==> src/sv/hfd_pkg.sv <==
`default_nettype none
// ----------------------------------------------------------------------------
// hfd_pkg
// Types and constants shared by the HTTP/2 frame deframer modules.
// ----------------------------------------------------------------------------
package hfd_pkg;

  localparam logic [7:0] T_DATA     = 8'd0;
  localparam logic [7:0] T_HEADERS  = 8'd1;
  localparam logic [7:0] T_PRIORITY = 8'd2;
  localparam logic [7:0] T_RST      = 8'd3;
  localparam logic [7:0] T_SETTINGS = 8'd4;
  localparam logic [7:0] T_PUSH     = 8'd5;
  localparam logic [7:0] T_PING     = 8'd6;
  localparam logic [7:0] T_GOAWAY   = 8'd7;
  localparam logic [7:0] T_WINUPD   = 8'd8;

  localparam int F_ACK_BIT    = 0;
  localparam int F_PADDED_BIT = 3;
  localparam int F_PRIO_BIT   = 5;

  localparam logic [2:0] V_OK    = 3'd0;
  localparam logic [2:0] V_LEN   = 3'd1;
  localparam logic [2:0] V_PAD   = 3'd2;
  localparam logic [2:0] V_SHORT = 3'd3;
  localparam logic [2:0] V_TRUNC = 3'd4;

  localparam logic [3:0] HP_LEN_HI  = 4'd0;
  localparam logic [3:0] HP_LEN_MID = 4'd1;
  localparam logic [3:0] HP_LEN_LO  = 4'd2;
  localparam logic [3:0] HP_TYPE    = 4'd3;
  localparam logic [3:0] HP_FLAGS   = 4'd4;
  localparam logic [3:0] HP_SID3    = 4'd5;
  localparam logic [3:0] HP_SID2    = 4'd6;
  localparam logic [3:0] HP_SID1    = 4'd7;
  localparam logic [3:0] HP_LAST    = 4'd8;

  typedef struct packed {
    logic [7:0] in_byte;
    logic       end_of_data;
  } hfd_in_t;

  typedef struct packed {
    logic [7:0]  out_byte;
    logic        payload_valid;
    logic        frame_done;
    logic [7:0]  frame_type;
    logic [7:0]  frame_flags;
    logic [30:0] stream_id;
    logic [23:0] payload_length;
    logic [2:0]  verdict;
  } hfd_out_t;

  // classified byte handed from front to back
  typedef struct packed {
    logic [7:0] data;
    logic [3:0] hdr_pos;
    logic       payload;
    logic       first;
    logic       last;
    logic       trunc;
  } hfd_tag_t;

endpackage
`default_nettype wire

==> src/sv/hfd_front.sv <==
`default_nettype none
// ----------------------------------------------------------------------------
// hfd_front
// Tracks header position and payload count; tags each accepted byte.
// ----------------------------------------------------------------------------
module hfd_front (
  input  wire logic             clk,
  input  wire logic             rst_n,
  input  wire logic             acc,
  input  wire hfd_pkg::hfd_in_t in_word,
  output hfd_pkg::hfd_tag_t     tag
);

  logic [3:0]  pos_r, pos_nxt;
  logic        pay_r, pay_nxt;
  logic [23:0] len_r, len_nxt;
  logic [23:0] cnt_r, cnt_nxt;
  logic [23:0] cnt_inc;

  always_comb begin
    pos_nxt     = pos_r;
    pay_nxt     = pay_r;
    len_nxt     = len_r;
    cnt_nxt     = cnt_r;
    cnt_inc     = cnt_r + 24'd1;
    tag.data    = in_word.in_byte;
    tag.hdr_pos = pos_r;
    tag.payload = pay_r;
    tag.first   = (cnt_r == 24'd0);
    tag.last    = 1'b0;
    tag.trunc   = 1'b0;
    if (!pay_r) begin
      unique case (pos_r)
        hfd_pkg::HP_LEN_HI:  len_nxt = {in_word.in_byte, 16'h0000};
        hfd_pkg::HP_LEN_MID: len_nxt[15:8] = in_word.in_byte;
        hfd_pkg::HP_LEN_LO:  len_nxt[7:0] = in_word.in_byte;
        default: ;
      endcase
      if (pos_r == hfd_pkg::HP_LAST) begin
        pos_nxt = 4'd0;
        cnt_nxt = 24'd0;
        if (len_r == 24'd0) begin
          tag.last = 1'b1;
        end else begin
          pay_nxt = 1'b1;
        end
      end else begin
        pos_nxt = pos_r + 4'd1;
      end
    end else begin
      cnt_nxt = cnt_inc;
      if (cnt_inc >= len_r) begin
        tag.last = 1'b1;
        pay_nxt  = 1'b0;
        pos_nxt  = 4'd0;
      end
    end
    if (in_word.end_of_data && !tag.last) begin
      tag.trunc = 1'b1;
      pay_nxt   = 1'b0;
      pos_nxt   = 4'd0;
    end
  end

  always_ff @(posedge clk) begin
    if (!rst_n) begin
      pos_r <= 4'd0;
      pay_r <= 1'b0;
      len_r <= 24'd0;
      cnt_r <= 24'd0;
    end else if (acc) begin
      pos_r <= pos_nxt;
      pay_r <= pay_nxt;
      len_r <= len_nxt;
      cnt_r <= cnt_nxt;
    end
  end

endmodule
`default_nettype wire

==> src/sv/hfd_queue.sv <==
`default_nettype none
// ----------------------------------------------------------------------------
// hfd_queue
// Small register queue of tagged bytes between front and back.
// ----------------------------------------------------------------------------
module hfd_queue #(
  parameter int DEPTH = 2
) (
  input  wire logic              clk,
  input  wire logic              rst_n,
  input  wire logic              wr_en,
  input  wire hfd_pkg::hfd_tag_t wr_data,
  output logic                   q_full,
  input  wire logic              rd_en,
  output logic                   q_empty,
  output hfd_pkg::hfd_tag_t      rd_data
);

  localparam int AW = (DEPTH > 1) ? $clog2(DEPTH) : 1;
  localparam int CW = $clog2(DEPTH + 1);

  hfd_pkg::hfd_tag_t mem_r [DEPTH];
  logic [AW-1:0] wr_ptr_r, rd_ptr_r;
  logic [CW-1:0] cnt_r;

  assign q_full  = (cnt_r == CW'(DEPTH));
  assign q_empty = (cnt_r == '0);
  assign rd_data = mem_r[rd_ptr_r];

  always_ff @(posedge clk) begin
    if (wr_en) begin
      mem_r[wr_ptr_r] <= wr_data;
    end
  end

  always_ff @(posedge clk) begin
    if (!rst_n) begin
      wr_ptr_r <= '0;
      rd_ptr_r <= '0;
      cnt_r    <= '0;
    end else begin
      if (wr_en) begin
        wr_ptr_r <= (wr_ptr_r == AW'(DEPTH - 1)) ? '0 : wr_ptr_r + AW'(1);
      end
      if (rd_en) begin
        rd_ptr_r <= (rd_ptr_r == AW'(DEPTH - 1)) ? '0 : rd_ptr_r + AW'(1);
      end
      if (wr_en && !rd_en) begin
        cnt_r <= cnt_r + CW'(1);
      end else if (rd_en && !wr_en) begin
        cnt_r <= cnt_r - CW'(1);
      end
    end
  end

endmodule
`default_nettype wire

==> src/sv/hfd_back.sv <==
`default_nettype none
// ----------------------------------------------------------------------------
// hfd_back
// Assembles header fields, applies length and padding rules, drives result.
// ----------------------------------------------------------------------------
module hfd_back (
  input  wire logic              clk,
  input  wire logic              rst_n,
  input  wire logic              q_empty,
  input  wire hfd_pkg::hfd_tag_t q_tag,
  output logic                   q_pop,
  input  wire logic              pop,
  output logic                   empty,
  output hfd_pkg::hfd_out_t      out_word
);

  logic [23:0] len_r, len_nxt;
  logic [7:0]  type_r, type_nxt;
  logic [7:0]  flags_r, flags_nxt;
  logic [30:0] sid_r, sid_nxt;
  logic [1:0]  m3_r, m3_nxt;
  logic [23:0] lm1_r, lm1_nxt;
  logic [2:0]  pend_r, pend_nxt;
  logic        ov_r, ov_nxt;
  hfd_pkg::hfd_out_t out_r, res;
  logic [7:0]  b;

  // residue mod 3 of a value up to 15
  function automatic logic [1:0] mod3_fold(input logic [3:0] s);
    logic [2:0] t;
    t = {1'b0, s[1:0]} + {1'b0, s[3:2]};
    if (t >= 3'd6) begin
      t = t - 3'd6;
    end else if (t >= 3'd3) begin
      t = t - 3'd3;
    end
    return t[1:0];
  endfunction

  function automatic logic [1:0] mod3_byte(input logic [7:0] v);
    logic [3:0] s;
    s = {2'b00, v[1:0]} + {2'b00, v[3:2]} + {2'b00, v[5:4]} + {2'b00, v[7:6]};
    return mod3_fold(s);
  endfunction

  function automatic logic [1:0] mod3_add(input logic [1:0] r, input logic [7:0] v);
    return mod3_fold({2'b00, r} + {2'b00, mod3_byte(v)});
  endfunction

  function automatic logic pad_type(input logic [7:0] t);
    return (t == hfd_pkg::T_DATA) || (t == hfd_pkg::T_HEADERS) ||
           (t == hfd_pkg::T_PUSH);
  endfunction

  function automatic logic [2:0] rest_check(input logic [7:0] t, input logic [7:0] f,
                                            input logic [23:0] rest);
    if (t == hfd_pkg::T_HEADERS && f[hfd_pkg::F_PRIO_BIT] && rest < 24'd5) begin
      return hfd_pkg::V_SHORT;
    end
    if (t == hfd_pkg::T_PUSH && rest < 24'd4) begin
      return hfd_pkg::V_SHORT;
    end
    return hfd_pkg::V_OK;
  endfunction

  // m3 is the length mod 3; length is a multiple of 6 when even and m3 is 0
  function automatic logic [2:0] hdr_check(input logic [23:0] len, input logic [7:0] t,
                                           input logic [7:0] f, input logic [1:0] m3);
    logic bad;
    bad = 1'b0;
    unique case (t) inside
      hfd_pkg::T_SETTINGS: bad = f[hfd_pkg::F_ACK_BIT] ? (len != 24'd0)
                                                      : (len[0] || (m3 != 2'd0));
      hfd_pkg::T_PRIORITY: bad = (len != 24'd5);
      hfd_pkg::T_PING:     bad = (len != 24'd8);
      hfd_pkg::T_GOAWAY:   bad = (len < 24'd8);
      hfd_pkg::T_RST,
      hfd_pkg::T_WINUPD:   bad = (len != 24'd4);
      hfd_pkg::T_PUSH:     bad = (len < 24'd4);
      default:             bad = 1'b0;
    endcase
    if (bad) begin
      return hfd_pkg::V_LEN;
    end
    if (pad_type(t)) begin
      if (f[hfd_pkg::F_PADDED_BIT]) begin
        return (len == 24'd0) ? hfd_pkg::V_PAD : hfd_pkg::V_OK;
      end
      return rest_check(t, f, len);
    end
    return hfd_pkg::V_OK;
  endfunction

  assign q_pop    = !q_empty && (!ov_r || pop);
  assign empty    = !ov_r;
  assign out_word = out_r;
  assign b        = q_tag.data;

  always_comb begin
    len_nxt   = len_r;
    type_nxt  = type_r;
    flags_nxt = flags_r;
    sid_nxt   = sid_r;
    m3_nxt    = m3_r;
    lm1_nxt   = lm1_r;
    pend_nxt  = pend_r;
    if (!q_tag.payload) begin
      unique case (q_tag.hdr_pos)
        hfd_pkg::HP_LEN_HI: begin
          len_nxt   = {b, 16'h0000};
          type_nxt  = 8'h00;
          flags_nxt = 8'h00;
          sid_nxt   = 31'd0;
          m3_nxt    = mod3_byte(b);
          pend_nxt  = hfd_pkg::V_OK;
        end
        hfd_pkg::HP_LEN_MID: begin
          len_nxt[15:8] = b;
          m3_nxt        = mod3_add(m3_r, b);
        end
        hfd_pkg::HP_LEN_LO: begin
          len_nxt[7:0] = b;
          m3_nxt       = mod3_add(m3_r, b);
        end
        hfd_pkg::HP_TYPE:  type_nxt = b;
        hfd_pkg::HP_FLAGS: flags_nxt = b;
        hfd_pkg::HP_SID3:  sid_nxt = {b[6:0], 24'h000000};
        hfd_pkg::HP_SID2:  sid_nxt[23:16] = b;
        hfd_pkg::HP_SID1:  sid_nxt[15:8] = b;
        hfd_pkg::HP_LAST: begin
          sid_nxt[7:0] = b;
          pend_nxt     = hdr_check(len_r, type_r, flags_r, m3_r);
          lm1_nxt      = len_r - 24'd1;
        end
        default: ;
      endcase
    end else if (q_tag.first && pend_r == hfd_pkg::V_OK && pad_type(type_r) &&
                 flags_r[hfd_pkg::F_PADDED_BIT]) begin
      if ({16'h0000, b} > lm1_r) begin
        pend_nxt = hfd_pkg::V_PAD;
      end else begin
        pend_nxt = rest_check(type_r, flags_r, lm1_r - {16'h0000, b});
      end
    end

    res                = '0;
    res.out_byte       = b;
    res.payload_valid  = q_tag.payload;
    res.frame_done     = q_tag.last || q_tag.trunc;
    if (res.frame_done) begin
      res.frame_type     = type_nxt;
      res.frame_flags    = flags_nxt;
      res.stream_id      = sid_nxt;
      res.payload_length = len_nxt;
      res.verdict        = q_tag.trunc ? hfd_pkg::V_TRUNC : pend_nxt;
    end
    ov_nxt = q_pop || (ov_r && !pop);
  end

  always_ff @(posedge clk) begin
    if (q_pop) begin
      out_r <= res;
    end
  end

  always_ff @(posedge clk) begin
    if (!rst_n) begin
      len_r   <= 24'd0;
      type_r  <= 8'h00;
      flags_r <= 8'h00;
      sid_r   <= 31'd0;
      m3_r    <= 2'd0;
      lm1_r   <= 24'd0;
      pend_r  <= hfd_pkg::V_OK;
      ov_r    <= 1'b0;
    end else begin
      ov_r <= ov_nxt;
      if (q_pop) begin
        len_r   <= len_nxt;
        type_r  <= type_nxt;
        flags_r <= flags_nxt;
        sid_r   <= sid_nxt;
        m3_r    <= m3_nxt;
        lm1_r   <= lm1_nxt;
        pend_r  <= pend_nxt;
      end
    end
  end

endmodule
`default_nettype wire

==> src/sv/http2_frame_deframer_unit.sv <==
`default_nettype none
// ----------------------------------------------------------------------------
// http2_frame_deframer_unit
// HTTP/2 frame deframer: one stream byte in, one result word out per byte.
// ----------------------------------------------------------------------------
//   channel  direction  handshake            word
//   input    in         push / full          in_word  (in_byte, end_of_data)
//   result   out        empty / pop          out_word (byte, frame report)
//
// One byte per cycle while pop keeps up; result passes the queue, then out_r.
// The rate is set by the front's combinational position/count update.
// The queue holds QUEUE_DEPTH tagged bytes; the back output register adds one.
// Synchronous active-low reset clears all parser state; no clearing pass.
// A stalled output fills the queue, then full rises until pop resumes.
module http2_frame_deframer_unit #(
  parameter int QUEUE_DEPTH = 2
) (
  input  wire logic             clk,
  input  wire logic             rst_n,
  input  wire logic             push,
  output logic                  full,
  input  wire hfd_pkg::hfd_in_t in_word,
  output logic                  empty,
  input  wire logic             pop,
  output hfd_pkg::hfd_out_t     out_word
);

  hfd_pkg::hfd_tag_t f_tag, q_tag;
  logic acc, q_empty, q_pop;

  assign acc = push && !full;

  hfd_front u_front (
    .clk     (clk),
    .rst_n   (rst_n),
    .acc     (acc),
    .in_word (in_word),
    .tag     (f_tag)
  );

  hfd_queue #(
    .DEPTH (QUEUE_DEPTH)
  ) u_queue (
    .clk     (clk),
    .rst_n   (rst_n),
    .wr_en   (acc),
    .wr_data (f_tag),
    .q_full  (full),
    .rd_en   (q_pop),
    .q_empty (q_empty),
    .rd_data (q_tag)
  );

  hfd_back u_back (
    .clk      (clk),
    .rst_n    (rst_n),
    .q_empty  (q_empty),
    .q_tag    (q_tag),
    .q_pop    (q_pop),
    .pop      (pop),
    .empty    (empty),
    .out_word (out_word)
  );

endmodule
`default_nettype wire

==> config.mk <==
export PLATFORM = sky130hd
export DESIGN_NAME = http2_frame_deframer_unit
export DESIGN_NICKNAME = d
export VERILOG_FILES = /design/src/sv/hfd_pkg.sv /design/src/sv/hfd_front.sv /design/src/sv/hfd_queue.sv /design/src/sv/hfd_back.sv /design/src/sv/http2_frame_deframer_unit.sv
export SDC_FILE = /design/constraint.sdc
export NUM_CORES = 1
export LEC_CHECK = 0
export ABC_AREA = 1
export BUFFER_PORTS_ARGS = -buffer_cell sky130_fd_sc_hd__buf_2
export CAP_MARGIN = 20
export CORE_UTILIZATION = 65
export DETAILED_ROUTE_END_ITERATION = 7
export GPL_ROUTABILITY_DRIVEN = 0
export PLACE_DENSITY = 0.83
export SLEW_MARGIN = 20
export SYNTH_ARGS = -nofsm -noshare
export SYNTH_HDL_FRONTEND = slang
export SYNTH_SLANG_ARGS = --single-unit
==> constraint.sdc <==
create_clock -name clk -period 9.26 [get_ports clk]
set_input_delay 1.852 -clock clk [delete_from_list [all_inputs] [get_ports clk]]
set_output_delay 1.852 -clock clk [all_outputs]
set_load 0.05 [all_outputs]
Word level (Yosys, flattened, before mapping)
Memories as Yosys holds them, arrays and structs flattened. A register that Yosys moved wholly into a read port is not among the register bits.
Cells that the tools add are included.
Word-level totals
  memories kept: 1
  latch bits: 0
  bits in writable memories: 32
  word-level logic and storage cells: 249
  bits in read-only memories: 0
  bits in registers: 242
  output and inout port bits: 86
Memory list
  u_queue.mem_r: depth 2, bits a word 16, read ports 1, clocked after Yosys merged registers in 1, wr ports 1, RTL line hfd_queue.sv:22  | hfd_pkg::hfd_tag_t mem_r [DEPTH];
Operators by class
  bitwise gates (word level): 3
  reductions and logical operators: 52
  multiplexer cells: 108
  equal/unequal tests: 24
  multiply operators: 0
  div/mod/pow operators: 0
  add/sub/neg operators: 22
  shift operators: 0
  order comparisons: 13
Operators with widths (number)
  $pmux 8 s2: 9
  $lt 24x3->1 const B: 4
  $logic_not 24->1: 3
  $mux 24: 3
  $mux 3: 18
  $mux 1: 53
  $ne 24x3->1 const B: 2
  $eq 8x3->1 const B: 4
  $mux 31: 1
  $mux 2: 13
  $add 24x1->24 const B: 1
  $ge 24x24->1: 1
  $gt 8x24->1: 1
  $lt 24x4->1 const B: 1
  $mux 8: 3
  $ne 24x4->1 const B: 1
  $reduce_bool 24->1: 1
  $sub 24x1->24 const B: 1
  $sub 24x8->24: 1
  $eq 4x3->1 const B: 4
  $eq 8x2->1 const B: 2
  $mux 4: 4
  $reduce_and 3->1: 5
  $logic_and 1x1->1: 14
  32 further kinds: 72

Depth between registers and ports, before layout
Gate-level depths: netlist of the first run.
  word-level depth: 32
  depth in mapped cells: 32
  gate-level depth less buffers: 31

Cells and area by module
Synthesis of the first run repeated with hierarchy kept, for this count alone.
Unflattened totals
  cell total of the unflattened synthesis: 1987
  area total of the unflattened synthesis: 15381.0 um^2
Modules (own cells, without submodules)
  hfd_back: area an instance 10343.7 um^2, seq. area each 4544.4 um^2, cells an instance 1384, instances 1
  hfd_front: area an instance 3589.7 um^2, seq. area each 1061.0 um^2, cells an instance 516, instances 1
  hfd_queue: area an instance 1437.6 um^2, seq. area each 1061.0 um^2, cells an instance 85, instances 1
  http2_frame_deframer_unit: area an instance 10.0 um^2, seq. area each 0.0 um^2, cells an instance 2, instances 1

Worst setup path before layout of the first run
No wires, ideal clock.
  path type: register to register
  start point: register with a tool-made name
  end point: register u_back.m3_r[0]
  arrival: 6.221 ns
  stages on the path, launching flop included: 30
  path buffers: 2
  path slack: 2.907 ns
  cells stage by stage: dfxtp_1 > buf_4 > clkbuf_1 > o21ai_0 > inv_1 > fa_1 > inv_1 > fa_1 > inv_1 > ha_1 > inv_1 > fa_1 > inv_1 > ha_1 > fa_1 > ha_1 > o21ai_0 > nand2_1 > xor2_1 > ha_1 > fa_1 > ha_1 > ha_1 > ha_1 > a211o_1 > nand2_1 > xor2_1 > a21oi_1 > o21ai_0 > a21oi_1
RTL lines
  to (signal assigned): RTL line hfd_back.sv:183  | m3_r <= m3_nxt;
  to (decl): RTL line hfd_back.sv:21  | logic [1:0] m3_r, m3_nxt;

==> reports/qor.txt, run 1 <==
run status -> completed
hold_sp -> u_front.len_r[11]$_SDFFE_PN0P_
Hold Violations, Final -> 0
area of the die -> 23000 um2
clk root buf -> clkbuf_16
CTS resizes -> 0
top_reg_cell synth -> dfxtp_1
RSZ-0062 raised after global routing -> no
total congestion overflow -> 0
slowest CP cell -> fa_1
Hold EP -> u_front.len_r[11]$_SDFFE_PN0P_
layout cell share with drive strength beyond 1 -> 0.0986
Final ANT Viol Nets -> 0
mux contribution to synthesized area -> 0.000688
Worst-path clk slew -> 0.06 ns
max_cap viols -> 0
register area share after synthesis -> 0.458
adder-cell share of the synthesized area -> 0.0535
Area contributors post-synth -> edfxtp_1 24%, dfxtp_1 22%, inv_1 10%, nand2_1 7.0%, a21oi_1 5.6%
Max Freq -> 145 MHz
largest family of logic cells by synthesized area -> simple AND/OR/NAND/NOR gates
H-tree lvl count -> 1
CTS Sinks -> 275
simple-gate share of the synthesized area -> 0.188
Hold Crit Depth -> 2
Post-synth EDFFs -> 116
Total GRT Usage -> 0.309
kind of critical path -> flop to flop
Seq cells post-synth -> 275
DRC viols -> 0
Port Buffers -> 98
Hold/Removal Path Class -> flop to flop
CTS tree -> built
Layout Area Growth over Synthesis -> 11.1%
setup TNS -> 0 ns
I/O pins -> 99
Starting Density -> 0.664
Final Max Slew Viols -> 0
min cycle time layout -> 6.88 ns
DRT Pass-1 Iters -> 6
global-route wire length before repair -> 56.3 mm
vias in the first global route -> 11700
reg2reg setup slack -> 2.38 ns
Routed WL -> 35.2 mm
post-synthesis compound-gate area fraction -> 0.155
CP max stage delay -> 0.51 ns
Syn Std Cell Area -> 14500 um2
Mean Syn Cell Area -> 7.74 um2
Design Area, Final -> 16100 um2
Worst Skew -> 0.0248 ns
Die H -> 152 um
unique cell type count in the Yosys netlist -> 46
worst reg2reg path depth -> 29
placed cell area -> 15200 um2
area fraction of the dominant cell type after synthesis -> 0.240
critical path endpoint category -> flop
CTS Hold Buffers Added -> 0
endpoints failing setup -> 0
Antenna Cells -> 0
most frequent cell after synthesis -> inv_1
initial antenna violation count -> 0
Die W -> 152 um
clock buffer depth -> 3
Tcrit/Tclk final -> 0.743
critical path fanouts, max -> 31
xor/xnor share of the synthesized area -> 0.0235
cell taking the most area after synthesis -> edfxtp_1
fraction of registers with async set/reset -> 0
most common library cells after synthesis -> 395 x inv_1, 272 x nand2_1, 211 x nor2_1, 163 x a21oi_1, 159 x dfxtp_1
Final Hold Slack -> 0.474 ns
vias post-DR -> 12700
Synthesis Warnings -> 0
Slew headroom -> 0.303
placed wire-length estimate -> 24.5 mm
TritonCTS Buffers -> 28
cell mode on critical path -> ha_1
# nets final -> 2026
WL per Instance -> 15.6 um
post-synthesis net count -> 1949
critical path startpoint category -> flop
Core Area -> 21900 um2
Worst-Margin Slew -> 1.04 ns
largest net degree at the start of global routing -> 96
Worst EP required -> 9.66 ns
postcts setup bufs -> 0
clk_lat worst skew -> 0.55 ns
reg2reg end -> u_back.m3_r[0]$_SDFFE_PN0P_
Cell Rows -> 54
vias per cell -> 5.62
Cells after Synth -> 1878
1st-iter DRT viols -> 1089
Worst EP arrival -> 7.28 ns
worst max-delay path, delay by kind of cell, from the launching register on:
kind            cells  cell delay [ns]
simple gates        2             0.23
fa+ha+maj          13             4.01
xor+xnor            2             0.34
flops               1             0.30
buf+inv             6             0.59
compound gates      6             1.26
placed cells by master, fill, tap and decap left out, types with 6 or more instances in the layout:
| master | instances |
|---|---|
| clkbuf_16 | 28 |
| a21oi_1 | 163 |
| a211oi_1 | 14 |
| fa_1 | 7 |
| inv_1 | 394 |
| edfxtp_1 | 116 |
| xor2_1 | 37 |
| clkbuf_1 | 6 |
| o21ai_0 | 129 |
| o211ai_1 | 15 |
| nand2_1 | 272 |
| ha_1 | 51 |
| o22ai_1 | 63 |
| nor3_1 | 20 |
| dfxtp_1 | 159 |
| nor2_1 | 209 |
| nor4_1 | 13 |
| clkinv_2 | 8 |
| o21ai_1 | 11 |
| nand3_1 | 48 |
| nand4_1 | 31 |
| buf_2 | 98 |
| nor2_2 | 6 |
| buf_4 | 6 |
| inv_2 | 8 |
cells by family (layout without fill, tap and decap cells):
| kind of cell | Yosys count | in the layout |
|---|---|---|
| and+or+nand+nor | 630 | 630 |
| xor gates and xnor gates | 39 | 39 |
| adders and majority gates | 58 | 58 |
| AOI/OAI and AO/OA | 412 | 412 |
| muxes | 1 | 1 |
| DFF | 275 | 275 |
| buffers and inverters | 463 | 562 |
registers in the layout, summed over array words and instances (netlist names), named ones only:
register / cells
u_front.pos_r: 4
u_back.flags_r: 8
u_back.sid_r: 31
u_back.m3_r: 2
u_back.ov_r: 1
u_queue.wr_ptr_r: 1
u_queue.rd_ptr_r: 1
u_back.len_r: 24
u_queue.mem_r: 32
u_back.type_r: 8
u_back.lm1_r: 24
u_front.pay_r: 1
u_back.out_word: 84
u_front.len_r: 24
u_queue.cnt_r: 2
u_front.cnt_r: 24
u_back.pend_r: 3
layout make-up:
type                       count  area, um2
clock buffer                  38        778
clock inverter                14        140
fill                        1618       5740
inverter                     405       1520
multi-input combinational   1140       6140
sequential                   275       6670
tap                          280        350
timing repair buffer         105        547
how the worst max path moves through the flow:
stage / start / to / slack, ns / depth (start not counted)
final: flop / u_back.m3_r[0]$_SDFFE_PN0P_ / 2.38 / 29
after global routing: flop / u_back.m3_r[0]$_SDFFE_PN0P_ / 1.87 / 28
after CTS: flop / u_back.m3_r[0]$_SDFFE_PN0P_ / 2.45 / 29
after detailed placement: flop / u_back.m3_r[0]$_SDFFE_PN0P_ / 2.44 / 29
after global placement: flop / u_back.m3_r[0]$_SDFFE_PN0P_ / 2.78 / 28
after floorplan: flop / u_back.m3_r[0]$_SDFFE_PN0P_ / 2.91 / 29
routing by layer:
layer / wire [um] / global-route usage
met4: 1410 / 0.126
met2: 16900 / 0.527
met1: 14700 / 0.398
met5: 0 / 0
met3: 2280 / 0.0377
stage by stage:
step,util,setup slack (ns),instances
5_1_grt,0.738,1.87,2257
4_1_cts,0.738,2.45,2257
6_report,0.738,2.38,2257
2_1_floorplan,-,2.91,1878
3_5_place_dp,0.696,2.44,2205
3_3_place_gp,0.696,2.78,2205
Power of run 1 is left out: the tool's default activity adds up to more than one toggle a clock period on the data nets, which glitch-free logic cannot reach.
==> inputs of run 2 (changes only) <==
--- a/config.mk
+++ b/config.mk
@@ -5,13 +5,13 @@
 export SDC_FILE = /design/constraint.sdc
 export NUM_CORES = 1
 export LEC_CHECK = 0
-export ABC_AREA = 1
+export ABC_AREA = 0
 export BUFFER_PORTS_ARGS = -buffer_cell sky130_fd_sc_hd__buf_2
 export CAP_MARGIN = 20
-export CORE_UTILIZATION = 65
+export CORE_UTILIZATION = 55
 export DETAILED_ROUTE_END_ITERATION = 7
 export GPL_ROUTABILITY_DRIVEN = 0
-export PLACE_DENSITY = 0.83
+export PLACE_DENSITY = 0.75
 export SLEW_MARGIN = 20
 export SYNTH_ARGS = -nofsm -noshare
 export SYNTH_HDL_FRONTEND = slang
==> constraint.sdc (replaced) <==
create_clock -name clk -period 5.6 [get_ports clk]
set_input_delay 1.12 -clock clk [delete_from_list [all_inputs] [get_ports clk]]
set_output_delay 1.12 -clock clk [all_outputs]
set_load 0.05 [all_outputs]
==> run 2 against run 1 <==
Compared with the run above:
- the run now ends with negative setup slack left
- area after synthesis down 6.1%
- clock skew is 0.017 ns lower
- core utilization decreased by 9.2 points
- design area shrank 2.8%
- flip-flop and latch count is the same
- critical path type unchanged
- largest cell class unchanged
==> reports/qor.txt, run 2 <==
run status -> finished, violations left (was completed)
failing checks -> negative setup slack
Post-synth EDFFs -> 116 (unchanged)
CTS tree -> built (unchanged)
clk root buf -> clkbuf_16 (unchanged)
Hold EP -> u_back.pend_r[2]$_SDFFE_PN0P_ (was u_front.len_r[11]$_SDFFE_PN0P_)
Die H -> 160 um (was 152 um)
Core Area -> 24300 um2 (was 21900 um2)
clock buffer depth -> 3 (unchanged)
critical path fanouts, max -> 6 (was 31)
Design Area, Final -> 15700 um2 (was 16100 um2)
slowest CP cell -> fa_2 (was fa_1)
reg2reg end -> u_back.m3_r[0]$_SDFFE_PN0P_ (unchanged)
placed cell area -> 14600 um2 (was 15200 um2)
Total GRT Usage -> 0.263 (was 0.309)
placed wire-length estimate -> 23.2 mm (was 24.5 mm)
worst reg2reg path depth -> 29 (unchanged)
M1 GR Usage -> 0.352 (was 0.398)
cell mode on critical path -> ha_4 (was ha_1)
Die W -> 160 um (was 152 um)
Routed WL -> 33.8 mm (was 35.2 mm)
Area contributors post-synth -> edfxtp_1 26%, dfxtp_1 23%, a22oi_1 8.0%, nor2_1 6.7%, ha_1 4.7% (was edfxtp_1 24%, dfxtp_1 22%, inv_1 10%, nand2_1 7.0%, a21oi_1 5.6%)
Max Freq -> 170 MHz (was 145 MHz)
Tcrit/Tclk final -> 1.05 (was 0.743)
met3 GRT Util -> 0.0310 (was 0.0377)
largest net degree at the start of global routing -> 89 (was 96)
endpoints failing setup -> 2 (was 0)
post-synthesis net count -> 1506 (was 1949)
Pwr per Cell Area -> 745 nW/um2
Final ANT Viol Nets -> 0 (unchanged)
Starting Density -> 0.561 (was 0.664)
TritonCTS Buffers -> 29 (was 28)
GR peak layer -> met2 (unchanged)
1st-iter DRT viols -> 956 (was 1089)
total congestion overflow -> 0 (unchanged)
critical path startpoint category -> flop (unchanged)
top cell family by delay on the critical path -> adder cells (unchanged)
critical path endpoint category -> flop (unchanged)
max_cap viols -> 0 (unchanged)
Cells after Synth -> 1435 (was 1878)
DRC viols -> 0 (unchanged)
Synthesis Warnings -> 0 (unchanged)
min cycle time layout -> 5.89 ns (was 6.88 ns)
max FFs per register -> 84 (unchanged)
most common cell after layout, fill and taps aside -> nor2_1 (was inv_1)
cell taking the most area after synthesis -> edfxtp_1 (unchanged)
Seq cells post-synth -> 275 (unchanged)
fraction of registers with async set/reset -> 0 (unchanged)
CP max stage delay -> 0.59 ns (was 0.51 ns)
Worst Skew -> 0.00772 ns (was 0.0248 ns)
met2 Track Usage GR -> 0.438 (was 0.527)
WL per Instance -> 18.1 um (was 15.6 um)
vias in the first global route -> 10700 (was 11700)
Hold Violations, Final -> 0 (unchanged)
Setup WS pre-CTS -> -0.726 ns (was 2.44 ns)
clk_lat worst skew -> 0.57 ns (was 0.55 ns)
VDD IR max -> 1070 uV
# nets final -> 1593 (was 2026)
Final Max Slew Viols -> 0 (unchanged)
CTS Hold Buffers Added -> 0 (unchanged)
vias per cell -> 6.06 (was 5.62)
area fraction of the dominant cell type after synthesis -> 0.255 (was 0.240)
Cell Rows -> 57 (was 54)
hold_sp -> u_back.pend_r[2]$_SDFFE_PN0P_ (was u_front.len_r[11]$_SDFFE_PN0P_)
Slew headroom -> 0.269 (was 0.303)
Port Buffers -> 98 (unchanged)
most frequent cells in the layout -> 240 x nor2_1, 158 x dfxtp_1, 145 x a22oi_1, 116 x edfxtp_1, 98 x buf_2 (was 394 x inv_1, 272 x nand2_1, 209 x nor2_1, 163 x a21oi_1, 159 x dfxtp_1)
setup ws final -> -0.293 ns (was 2.38 ns)
DRT Pass-1 Iters -> 6 (unchanged)
Layout Area Growth over Synthesis -> 15.0% (was 11.1%)
CP Buf/Inv Count -> 5 (was 6)
reg2reg setup slack -> -0.29 ns (was 2.38 ns)
most common library cells after synthesis -> 242 x nor2_1, 159 x dfxtp_1, 145 x a22oi_1, 116 x edfxtp_1, 83 x nand2_1 (was 395 x inv_1, 272 x nand2_1, 211 x nor2_1, 163 x a21oi_1, 159 x dfxtp_1)
Worst-Margin Slew -> 1.09 ns (was 1.04 ns)
I/O pins -> 99 (unchanged)
Static Leak -> 0.00627 uW
top_reg_cell synth -> dfxtp_1 (unchanged)
register area share after synthesis -> 0.488 (was 0.458)
Syn Std Cell Area -> 13700 um2 (was 14500 um2)
Worst EP arrival -> 6.35 ns (was 7.28 ns)
Mean Syn Cell Area -> 9.51 um2 (was 7.74 um2)
RSZ-0062 raised after global routing -> yes (was no)
initial antenna violation count -> 0 (unchanged)
Worst-path clk slew -> 0.06 ns (about the same)
area of the die -> 25500 um2 (was 23000 um2)
global-route wire length before repair -> 54.7 mm (was 56.3 mm)
unique cell type count in the Yosys netlist -> 69 (was 46)
most frequent cell after synthesis -> nor2_1 (was inv_1)
Hold/Removal Path Class -> flop to flop (unchanged)
Worst EP required -> 6.06 ns (was 9.66 ns)
CTS Sinks -> 275 (unchanged)
Hold Crit Depth -> 1 (was 2)
layout cell share with drive strength beyond 1 -> 0.153 (was 0.0986)
H-tree lvl count -> 1 (unchanged)
Final Power -> 11700 uW
vias post-DR -> 11300 (was 12700)
Antenna Cells -> 0 (unchanged)
kind of critical path -> flop to flop (unchanged)
[run 2: changes by cell type after synthesis, moves of 18 or more]
| cell | delta |
|---|---|
| inv_1 | -321 |
| o211a_1 | +19 |
| nand2_1 | -189 |
| and3_1 | +18 |
| xnor2_1 | +29 |
| a21oi_1 | -119 |
| nand4_1 | -18 |
| nor2_1 | +31 |
| xor2_1 | -19 |
| a22oi_1 | +145 |
| nand3_1 | -18 |
| o22ai_1 | -59 |
| o21ai_0 | -96 |
| clkbuf_1 | +29 |
[run 2: worst max path at each step]
stage,startpoint,end,slack (ns),cells after the start
CTS,flop,u_back.m3_r[0]$_SDFFE_PN0P_,-0.32,28
floorplan,flop,u_back.m3_r[0]$_SDFFE_PN0P_,-0.61,33
detailed placement,flop,u_back.m3_r[0]$_SDFFE_PN0P_,-0.73,28
global route,flop,u_back.m3_r[0]$_SDFFE_PN0P_,-0.53,29
global placement,flop,u_back.m3_r[0]$_SDFFE_PN0P_,-0.42,28
finish,flop,u_back.m3_r[0]$_SDFFE_PN0P_,-0.29,29
[run 2: report_power, final]
part / leakage, uW / internal, uW / switching, uW
clock: 0.000470 / 1130 / 817
combinational: 0.00340 / 2970 / 4060
sequential: 0.00241 / 2560 / 168
total: 0.00627 / 6650 / 5040
[run 2: layout make-up]
| type | instances | area, um2 |
|---|---|---|
| tap | 324 | 405 |
| timing repair buffer | 142 | 821 |
| clock inverter | 19 | 215 |
| inverter | 74 | 280 |
| fill | 1971 | 8620 |
| multi-input combinational | 1000 | 6540 |
| sequential | 275 | 6670 |
| clock buffer | 35 | 768 |
[run 2: metal layers]
metal  wire length (um)  part of all wire  vias up
li1                   -                 -     5407
met1              14300              0.42     5377
met2              15900              0.47      461
met3               2350             0.070       80
met4               1250             0.037        0
met5                  0                 0        -
[run 2: cell families after synthesis]
family | count (synthesis) | share of synthesized area
XOR/XNOR | 49 | 0.0314
multiplexers | 17 | 0.0126
flip-flops | 275 | 0.488
adder cells (fa/ha/maj) | 58 | 0.0570
AO/OA/AOI/OAI | 357 | 0.188
AND/OR/NAND/NOR | 519 | 0.178
buffers and inverters | 160 | 0.0451
[run 2: metrics by stage]
stage	std cells	hold WS, ns	utilization	TNS (ns)
final	1869	0.468	0.645	-0.517
after global routing	1869	0.490	0.645	-1.02
after CTS	1867	0.469	0.644	-0.511
after detailed placement	1807	0.460	0.601	-1.25
after global placement	1807	0.454	0.601	-0.747
after floorplan	1435	0.424	-	-1.10
[run 2: what timing repair did]
item | 4_1_cts | 5_1_grt
pin swaps | 10 | 3
endpoints found under the setup margin | 2 | 2
gates resized for setup | 5 | 6
buffers inserted | 6 | 2
[run 2: worst register-to-register path, delay by kind of cell (launching register included)]
family	cells	cell delay (ns)
buf+inv	5	0.27
mux	3	0.55
flops	1	0.42
fa+ha+maj	13	3.77
simple gates	4	0.22
compound gates	4	0.57
Note: power is estimated with default switching activity, not from simulation.
